## src/rtl/core/trp_pkg.sv

```systemverilog
// trp_pkg: shared types and constants for the telemetry record packer
// holds the record tables and the frame job type passed front to back
// no dependencies
package trp_pkg;

    localparam int NUM_REC     = 9;
    localparam int REC_IDX_W   = 4;
    localparam int QUEUE_DEPTH = 2;

    // byte position inside a record
    localparam logic [1:0] POS_CHANNEL = 2'd0;
    localparam logic [1:0] POS_TYPE    = 2'd1;
    localparam logic [1:0] POS_VAL_HI  = 2'd2;
    localparam logic [1:0] POS_VAL_LO  = 2'd3;

    // record sizes in bytes
    localparam logic [2:0] CHARGE_REC_BYTES = 3'd3;
    localparam logic [2:0] WORD_REC_BYTES   = 3'd4;

    localparam logic [7:0] REC_CHANNEL [NUM_REC] = '{
        8'd23, 8'd1, 8'd3, 8'd21, 8'd2, 8'd4, 8'd5, 8'd22, 8'd24
    };
    localparam logic [7:0] REC_TYPE [NUM_REC] = '{
        8'd184, 8'd190, 8'd103, 8'd186, 8'd191, 8'd112, 8'd115, 8'd185, 8'd103
    };

    typedef struct packed {
        logic [NUM_REC-1:0][15:0] vals;     // entry 0 holds charge in its low byte
        logic [NUM_REC-1:0]       keep;     // records written to the frame
        logic [3:0]               dropped;
        logic [6:0]               length;
    } t_job;

endpackage

```

## src/rtl/core/trp_front.sv

```systemverilog
// trp_front: classifies one request into the records that fit the budget
// depends on trp_pkg
module trp_front #(
    parameter int MAX_FRAME_BYTES = 64
) (
    input  logic          i_valid,
    input  logic          i_queue_full,
    input  logic [7:0]    i_battery_charge,
    input  logic [15:0]   i_wind_rate,
    input  logic [15:0]   i_air_temperature,
    input  logic [15:0]   i_battery_voltage,
    input  logic [15:0]   i_wind_heading,
    input  logic [15:0]   i_humidity,
    input  logic [15:0]   i_pressure,
    input  logic [15:0]   i_battery_current,
    input  logic [15:0]   i_battery_temperature,
    input  logic [8:0]    i_present_mask,
    input  logic [7:0]    i_byte_budget,
    output logic          o_ready,
    output logic          o_push,
    output trp_pkg::t_job o_job
);
    import trp_pkg::*;

    localparam logic [7:0] MAX_BUDGET = 8'(MAX_FRAME_BYTES);

    logic [7:0]         budget;
    logic               charge_fit;
    logic [7:0]         room;
    logic [5:0]         word_room;
    logic [3:0]         word_seen;
    logic [3:0]         words_kept;
    logic [3:0]         dropped;
    logic [5:0]         len;
    logic [NUM_REC-1:0] keep;

    assign budget = (i_byte_budget == 8'd0 || i_byte_budget > MAX_BUDGET)
                    ? MAX_BUDGET : i_byte_budget;

    // charge goes first; what is left is shared by the four-byte word records
    assign charge_fit = i_present_mask[0] && (budget >= 8'(CHARGE_REC_BYTES));
    assign room       = charge_fit ? (budget - 8'(CHARGE_REC_BYTES)) : budget;
    assign word_room  = room[7:2];

    // word records are all the same size: once one misses, every later one
    // misses too, so the kept ones are the first word_room present ones
    always_comb begin
        word_seen = 4'd0;
        keep      = '0;
        keep[0]   = charge_fit;
        for (int i = 1; i < NUM_REC; i++) begin
            if (i_present_mask[i]) begin
                word_seen = word_seen + 4'd1;
                if ({2'b00, word_seen} <= word_room) begin
                    keep[i] = 1'b1;
                end
            end
        end
    end

    assign words_kept = ({2'b00, word_seen} > word_room) ? word_room[3:0] : word_seen;
    assign dropped    = 4'(i_present_mask[0] && !charge_fit) + (word_seen - words_kept);
    assign len        = (charge_fit ? 6'(CHARGE_REC_BYTES) : 6'd0) + {words_kept, 2'b00};

    always_comb begin
        o_job.vals[0] = {8'd0, i_battery_charge};
        o_job.vals[1] = i_wind_rate;
        o_job.vals[2] = i_air_temperature;
        o_job.vals[3] = i_battery_voltage;
        o_job.vals[4] = i_wind_heading;
        o_job.vals[5] = i_humidity;
        o_job.vals[6] = i_pressure;
        o_job.vals[7] = i_battery_current;
        o_job.vals[8] = i_battery_temperature;
        o_job.keep    = keep;
        o_job.dropped = dropped;
        o_job.length  = {1'b0, len};
    end

    assign o_ready = !i_queue_full;
    assign o_push  = i_valid && !i_queue_full;

endmodule

```

## src/rtl/core/trp_queue.sv

```systemverilog
// trp_queue: short job queue between front and back
// depends on trp_pkg
module trp_queue (
    input  logic          i_clk,
    input  logic          i_rst_n,
    input  logic          i_push,
    input  trp_pkg::t_job i_job,
    input  logic          i_pop,
    output logic          o_full,
    output logic          o_valid,
    output trp_pkg::t_job o_job
);
    import trp_pkg::*;

    localparam int PTR_W = $clog2(QUEUE_DEPTH);
    localparam int CNT_W = $clog2(QUEUE_DEPTH + 1);

    t_job             r_mem [QUEUE_DEPTH];
    logic [PTR_W-1:0] r_wr_ptr;
    logic [PTR_W-1:0] r_rd_ptr;
    logic [CNT_W-1:0] r_count;

    logic do_pop;

    assign o_full  = (r_count == CNT_W'(QUEUE_DEPTH));
    assign o_valid = (r_count != '0);
    assign o_job   = r_mem[r_rd_ptr];
    assign do_pop  = i_pop && o_valid;

    always_ff @(posedge i_clk) begin
        if (!i_rst_n) begin
            r_wr_ptr <= '0;
            r_rd_ptr <= '0;
            r_count  <= '0;
        end else begin
            if (i_push) begin
                r_wr_ptr <= (r_wr_ptr == PTR_W'(QUEUE_DEPTH - 1)) ? '0 : r_wr_ptr + 1'b1;
            end
            if (do_pop) begin
                r_rd_ptr <= (r_rd_ptr == PTR_W'(QUEUE_DEPTH - 1)) ? '0 : r_rd_ptr + 1'b1;
            end
            if (i_push && !do_pop) begin
                r_count <= r_count + 1'b1;
            end else if (do_pop && !i_push) begin
                r_count <= r_count - 1'b1;
            end
        end
    end

    always_ff @(posedge i_clk) begin
        if (i_push) begin
            r_mem[r_wr_ptr] <= i_job;
        end
    end

endmodule

```

## src/rtl/core/trp_back.sv

```systemverilog
// trp_back: walks the kept records of the head job, one frame byte a cycle unless the output stalls
// depends on trp_pkg
module trp_back (
    input  logic          i_clk,
    input  logic          i_rst_n,
    input  logic          i_head_valid,
    input  trp_pkg::t_job i_head,
    output logic          o_pop,
    input  logic          i_out_ready,
    output logic          o_out_valid,
    output logic [7:0]    o_frame_byte,
    output logic          o_frame_empty,
    output logic          o_frame_last,
    output logic [3:0]    o_records_dropped,
    output logic [6:0]    o_frame_length
);
    import trp_pkg::*;

    logic [NUM_REC-1:0] r_done;
    logic [1:0]         r_pos;
    logic               r_out_valid;
    logic [7:0]         r_byte;
    logic               r_empty;
    logic               r_last;
    logic [3:0]         r_dropped;
    logic [6:0]         r_length;

    logic [NUM_REC-1:0]   rem;
    logic [NUM_REC-1:0]   cur_oh;
    logic [REC_IDX_W-1:0] cur_idx;
    logic [7:0]           cur_chan;
    logic [7:0]           cur_type;
    logic [15:0]          cur_val;
    logic                 is_empty;
    logic                 rec_end;
    logic                 frame_end;
    logic                 emit;
    logic [7:0]           n_byte;

    assign rem    = i_head.keep & ~r_done;
    assign cur_oh = rem & (~rem + 1'b1);

    always_comb begin
        cur_idx  = '0;
        cur_chan = 8'd0;
        cur_type = 8'd0;
        for (int i = 0; i < NUM_REC; i++) begin
            if (cur_oh[i]) begin
                cur_idx  = REC_IDX_W'(i);
                cur_chan = cur_chan | REC_CHANNEL[i];
                cur_type = cur_type | REC_TYPE[i];
            end
        end
    end

    assign cur_val   = i_head.vals[cur_idx];
    assign is_empty  = (i_head.keep == '0);
    assign rec_end   = cur_oh[0] ? (r_pos == POS_VAL_HI) : (r_pos == POS_VAL_LO);
    assign frame_end = is_empty || (rec_end && ((rem & ~cur_oh) == '0));
    assign emit      = i_head_valid && (!r_out_valid || i_out_ready);
    assign o_pop     = emit && frame_end;

    always_comb begin
        n_byte = 8'd0;
        if (!is_empty) begin
            unique case (r_pos)
                POS_CHANNEL: n_byte = cur_chan;
                POS_TYPE:    n_byte = cur_type;
                POS_VAL_HI:  n_byte = cur_oh[0] ? cur_val[7:0] : cur_val[15:8];
                POS_VAL_LO:  n_byte = cur_val[7:0];
                default:     n_byte = 8'd0;
            endcase
        end
    end

    always_ff @(posedge i_clk) begin
        if (!i_rst_n) begin
            r_done      <= '0;
            r_pos       <= POS_CHANNEL;
            r_out_valid <= 1'b0;
        end else begin
            if (emit) begin
                r_out_valid <= 1'b1;
                if (frame_end) begin
                    r_done <= '0;
                    r_pos  <= POS_CHANNEL;
                end else if (rec_end) begin
                    r_done <= r_done | cur_oh;
                    r_pos  <= POS_CHANNEL;
                end else begin
                    r_pos <= r_pos + 2'd1;
                end
            end else if (i_out_ready) begin
                r_out_valid <= 1'b0;
            end
        end
    end

    always_ff @(posedge i_clk) begin
        if (emit) begin
            r_byte    <= n_byte;
            r_empty   <= is_empty;
            r_last    <= frame_end;
            r_dropped <= i_head.dropped;
            r_length  <= i_head.length;
        end
    end

    assign o_out_valid       = r_out_valid;
    assign o_frame_byte      = r_byte;
    assign o_frame_empty     = r_empty;
    assign o_frame_last      = r_last;
    assign o_records_dropped = r_dropped;
    assign o_frame_length    = r_length;

endmodule

```

## src/rtl/core/telemetry_record_packer.sv

```systemverilog
// telemetry_record_packer: an accepted request passes the job queue and the output register before its first frame byte
// throughput: one frame byte per cycle while the output is not stalled, set by the single byte-wide
// output register; a request yields max(1, frame_length) output items, at most 35
// a two-entry job queue lets the input side take requests while a frame drains
// reset (synchronous, active low) empties the queue and clears the output valid
// depends on trp_pkg, trp_front, trp_queue, trp_back
module telemetry_record_packer #(
    parameter int MAX_FRAME_BYTES = 64
) (
    input  logic        i_clk,
    input  logic        i_rst_n,
    // request side
    input  logic        i_in_valid,
    output logic        o_in_ready,
    input  logic [7:0]  i_battery_charge,
    input  logic [15:0] i_wind_rate,
    input  logic [15:0] i_air_temperature,
    input  logic [15:0] i_battery_voltage,
    input  logic [15:0] i_wind_heading,
    input  logic [15:0] i_humidity,
    input  logic [15:0] i_pressure,
    input  logic [15:0] i_battery_current,
    input  logic [15:0] i_battery_temperature,
    input  logic [8:0]  i_present_mask,
    input  logic [7:0]  i_byte_budget,
    // frame byte side
    output logic        o_out_valid,
    input  logic        i_out_ready,
    output logic [7:0]  o_frame_byte,
    output logic        o_frame_empty,
    output logic        o_frame_last,
    output logic [3:0]  o_records_dropped,
    output logic [6:0]  o_frame_length
);
    import trp_pkg::*;

    // front to queue
    logic queue_full;
    logic push;
    t_job front_job;
    // queue to back
    logic head_valid;
    t_job head_job;
    logic pop;

    // front: clamp the budget and pick the records that fit, all in the accept cycle
    trp_front #(
        .MAX_FRAME_BYTES(MAX_FRAME_BYTES)
    ) u_front (
        .i_valid              (i_in_valid),
        .i_queue_full         (queue_full),
        .i_battery_charge     (i_battery_charge),
        .i_wind_rate          (i_wind_rate),
        .i_air_temperature    (i_air_temperature),
        .i_battery_voltage    (i_battery_voltage),
        .i_wind_heading       (i_wind_heading),
        .i_humidity           (i_humidity),
        .i_pressure           (i_pressure),
        .i_battery_current    (i_battery_current),
        .i_battery_temperature(i_battery_temperature),
        .i_present_mask       (i_present_mask),
        .i_byte_budget        (i_byte_budget),
        .o_ready              (o_in_ready),
        .o_push               (push),
        .o_job                (front_job)
    );

    // classified jobs wait here so the front need not wait on a draining frame unless the queue is full
    trp_queue u_queue (
        .i_clk  (i_clk),
        .i_rst_n(i_rst_n),
        .i_push (push),
        .i_job  (front_job),
        .i_pop  (pop),
        .o_full (queue_full),
        .o_valid(head_valid),
        .o_job  (head_job)
    );

    // back: serializes the head job; pops it on its last byte so the next
    // frame follows with no gap
    trp_back u_back (
        .i_clk            (i_clk),
        .i_rst_n          (i_rst_n),
        .i_head_valid     (head_valid),
        .i_head           (head_job),
        .o_pop            (pop),
        .i_out_ready      (i_out_ready),
        .o_out_valid      (o_out_valid),
        .o_frame_byte     (o_frame_byte),
        .o_frame_empty    (o_frame_empty),
        .o_frame_last     (o_frame_last),
        .o_records_dropped(o_records_dropped),
        .o_frame_length   (o_frame_length)
    );

endmodule

```

## config.mk

```make
export PLATFORM = sky130hd
export DESIGN_NAME = telemetry_record_packer
export DESIGN_NICKNAME = d
export VERILOG_FILES = /design/src/rtl/core/trp_pkg.sv /design/src/rtl/core/trp_front.sv /design/src/rtl/core/trp_queue.sv /design/src/rtl/core/trp_back.sv /design/src/rtl/core/telemetry_record_packer.sv
export SDC_FILE = /design/constraint.sdc
export NUM_CORES = 1
export LEC_CHECK = 0
export BUFFER_PORTS_ARGS = -buffer_cell sky130_fd_sc_hd__buf_4
export CORE_ASPECT_RATIO = 0.7
export CORE_MARGIN = 4
export CORE_UTILIZATION = 56
export CTS_CLUSTER_DIAMETER = 30
export DETAILED_ROUTE_END_ITERATION = 10
export PLACE_DENSITY = 0.85
export SETUP_SLACK_MARGIN = 0.5
export SLEW_MARGIN = 20
export SYNTH_ARGS = -nofsm -noshare
export SYNTH_HDL_FRONTEND = slang
export SYNTH_SLANG_ARGS = --single-unit
```

## constraint.sdc

```tcl
create_clock -name i_clk -period 10.05 [get_ports i_clk]
set_input_delay 2.01 -clock i_clk [delete_from_list [all_inputs] [get_ports i_clk]]
set_output_delay 2.01 -clock i_clk [all_outputs]
set_load 0.05 [all_outputs]
```

==> results by group <==
Global route
  • Vias in the first global route: 10,000
  • GR Overflow Total: 0
  • Global-route wire length before repair: 58,500 µm
  • Largest net degree at the start of global routing: 130
  • Initial antenna violation count: 2
  • Total track usage: 0.247

STA
  • Clock skew: 0.0415 ns
  • Final setup fails: 0
  • RSZ-0062 raised after global routing: false
  • Worst Tran Pin Value: 1.05 ns
  • Setup_tns: 0 ns
  • Final Hold Fails: 0
  • Final period utilization: 0.782
  • Final Slew Violations: 0
  • Fin crit period: 7.86 ns
  • Relative slew margins: 0.300
  • Maximum clock rate: 0.127 GHz

Floorplanning
  • Die width: 208 µm
  • Core area: 0.0272 mm²
  • Die area: 0.0308 mm²
  • Chip Height: 148 µm
  • Initial core utilization: 0.579
  • Rows: 50
  • I/O Pins: 180

Logic synthesis
  • Top cell type's share of synthesized area: 0.621
  • Post-synth top area cell: edfxtp_1
  • Yosys reg bits: 342
  • Ys flop type: edfxtp_1
  • Synth cell types: 89
  • Area contributors post-synth: edfxtp_1, mux4_2, mux2i_1
  • EDFF count, synth: 325
  • YS warnings: 0
  • Mapped cell area: 0.0157 mm²
  • Mean post-synth cell area: 14.9 µm²
  • Mapped Cells: 1,052
  • Async set or reset register ratio after synthesis: 0
  • Post-synthesis sequential area ratio: 0.643

Setup path
  • CP Max Fanout: 10
  • Setup crit start kind: input pin
  • Worst path bufs/invs: 3
  • WS Path Type: input pin to flip-flop
  • Crit path capture type: flip-flop
  • CP top delay family: adder cells
  • Arrival time at the worst endpoint: 8.12 ns
  • Internal reg-to-reg setup slack: 4.95 ns
  • Req. time, crit path: 10.31 ns
  • Most frequent CP cell: ha_1
  • Critical-path top delay cell: ha_1
  • RR Endpoint: u_back.o_frame_byte[4]
  • Cell count of the worst reg-to-reg path: 10
  • Max incr delay on CP: 0.52 ns

Clocking
  • H-tree Lvls: 2
  • Worst-path clk slew: 0.05 ns
  • CTS tree: done
  • Worst skew pair latency: 0.55 ns
  • CTS root buf: clkbuf_16
  • CTS Buf Count: 43
  • Max Buffers Root-to-Sink: 3
  • Clock sink total: 342
  • CTS-repair resized insts: 0
  • Setup Fix Bufs, Post-CTS: 0
  • Post-CTS Hold Fix Bufs: 0

Pwr
  • Internal power: 2980 µW
  • Switching pwr: 1200 µW
  • Clk pwr share: 0.355
  • Worst vdd ir: 0.000182 V
  • Switching part of the total power: 0.286
  • Gate power share: 0.212
  • PD cells: 223 mW/mm²
  • Register share of total power: 0.434
  • Leakage: 0.00676 µW

Routing
  • Detail Route Antenna Nets: 0
  • Via/cell ratio: 6.14
  • 1st-iter DRT viols: 1,020
  • Vias: 10,100
  • Final wirelength: 38,700 µm
  • Routed WL per cell: 23.5 µm
  • DRC Markers: 0
  • Pre-antenna DRT Iters: 5

Worst hold path
  • Hold/Removal Path Class: flip-flop to flip-flop
  • HP Start: u_back.r_done[8]
  • Hold path endpoint: u_back.r_done[8]
  • Worst hold path depth: 2

Place
  • Port bufs: 178
  • Hpwl dp: 26,300 µm
  • GP Congestion: 0.920

Cells and area
  • Final Util: 0.691
  • Layout Nets: 1,448
  • Fillers: 1,775
  • Synthesis-to-finish area growth: 19.3%
  • Share of cells above drive strength 1: 0.266

Flow run
  • Max cap viols: 0

Status
  • Status: finished, final reports clean
cell usage after synthesis (5+ instances only):
cell type / n
a221oi_1: 8
nor2_1: 54
buf_6: 6
a21o_1: 5
clkbuf_1: 11
ha_1: 42
dfxtp_1: 17
nand3_1: 24
a21oi_1: 50
edfxtp_1: 325
a22oi_1: 7
or3_1: 9
o21a_1: 8
nor4_1: 6
and2_1: 7
o211ai_1: 5
nand2b_1: 8
mux2i_1: 74
inv_1: 29
mux2_2: 19
o21ai_0: 36
o22ai_1: 7
nor3_1: 20
o31ai_1: 5
nand2_1: 70
a31oi_1: 12
mux4_2: 33
a21boi_0: 10
buf_2: 12
xnor2_1: 25
nand4_1: 8
xor2_1: 10
power by group through the flow:
stage / Combinational [µW] / Clock [µW] / Sequential, µW
after floorplan: 544 / 0 / 1920
after global placement: 846 / 0 / 1830
after detailed placement: 873 / 0 / 1840
after CTS: 881 / 1500 / 1810
after global routing: 969 / 1570 / 1820
final: 884 / 1480 / 1810
worst reg2reg max path: stages (launching register included):
cell      delay, ns
dfxtp_4        0.77
mux2i_1        0.66
o22ai_4        0.22
nor4_4         0.48
a31o_2         0.79
buf_4          0.57
mux4_2         0.57
mux2_2         0.30
o2111a_1       0.25
o21ai_1        0.14
a221oi_1       0.10
logic make-up (layout without fill, tap and decap cells):
family,Yosys count,count (layout),synth area share
flops,342,342,0.643
mux,129,129,0.112
simple gates,225,225,0.0683
compound gates,201,201,0.0889
buf+inv,70,299,0.0252
fa+ha+maj,44,44,0.0354
other cells,1,3,0.000239
xor+xnor,40,40,0.0268
sequential cells by signal, summed over array words and instances (netlist names), named ones only:
signal	cells
u_back.o_frame_byte	8
u_back.o_frame_empty	1
u_back.o_frame_last	1
u_back.o_frame_length	5
u_back.o_out_valid	1
u_back.o_records_dropped	4
u_back.r_done	9
u_back.r_pos	2
u_queue.r_count	2
u_queue.r_mem	306
u_queue.r_rd_ptr	1
u_queue.r_wr_ptr	1
how the worst max path moves through the flow:
stage / slack [ns] / endpoint / cells past startpoint / from
2_1_floorplan: 0.90 / u_queue.r_mem[0][100] / 2 / i_in_valid
3_3_place_gp: 1.93 / u_queue.r_mem[0][9] / 29 / i_present_mask[1]
3_5_place_dp: 1.68 / u_queue.r_mem[0][9] / 29 / i_present_mask[1]
4_1_cts: 2.23 / u_queue.r_mem[0][9] / 29 / i_present_mask[1]
5_1_grt: 1.66 / u_queue.r_mem[0][9] / 29 / i_present_mask[1]
6_report: 2.19 / u_queue.r_mem[0][9] / 29 / i_present_mask[1]
per-stage QoR:
| step | power [µW] | hold slack [ns] | std cells | setup slack [ns] | area [µm²] |
|---|---|---|---|---|---|
| finish | 4170 | 0.493 | 1647 | 2.19 | 18700 |
| floorplan | 2460 | 0.437 | 1053 | 0.902 | 15700 |
| global route | 4360 | 0.516 | 1646 | 1.66 | 18700 |
| CTS | 4190 | 0.496 | 1646 | 2.23 | 18700 |
| detailed placement | 2710 | 0.484 | 1567 | 1.68 | 17300 |
| global placement | 2670 | 0.452 | 1567 | 1.93 | 17300 |
cells in the final DEF, fill, tap and decap left out, types with 7 or more instances in the layout:
cell type  instances
nor2_1            52
nand3_1           24
mux2i_1           74
nor3_1            20
a31oi_1           12
o21ai_0           36
clkbuf_16         44
or3_1              9
nand2b_1           8
a22oi_1            7
mux4_2            33
a21boi_0          10
ha_1              42
dfxtp_1           16
buf_4            189
edfxtp_1         325
xor2_1            10
o22ai_1            7
nand4_1            8
clkinv_2           8
mux2_2            19
a21oi_1           50
nand2_1           70
xnor2_1           25
o21a_1             8
a221oi_1           8
clkinv_4           7
inv_1             29
and2_1             7
layout make-up:
cell class              count  area, µm²  area share
diodes                      1       2.50    0.000133
well taps                 364        455      0.0243
clock inverters            30        253      0.0135
multi-input cells         641       5230       0.279
clock buffers              49       1150      0.0613
repair buffers            190       1440      0.0767
inverters                  30        113     0.00601
flip-flops and latches    342      10100       0.539
layer usage:
metal / global-route usage / part of all wire
met5: 0 / 0.00052
met4: 0.0571 / 0.017
met3: 0.0706 / 0.11
met2: 0.373 / 0.45
met1: 0.362 / 0.42
Note: power is estimated with default switching activity, not from simulation.
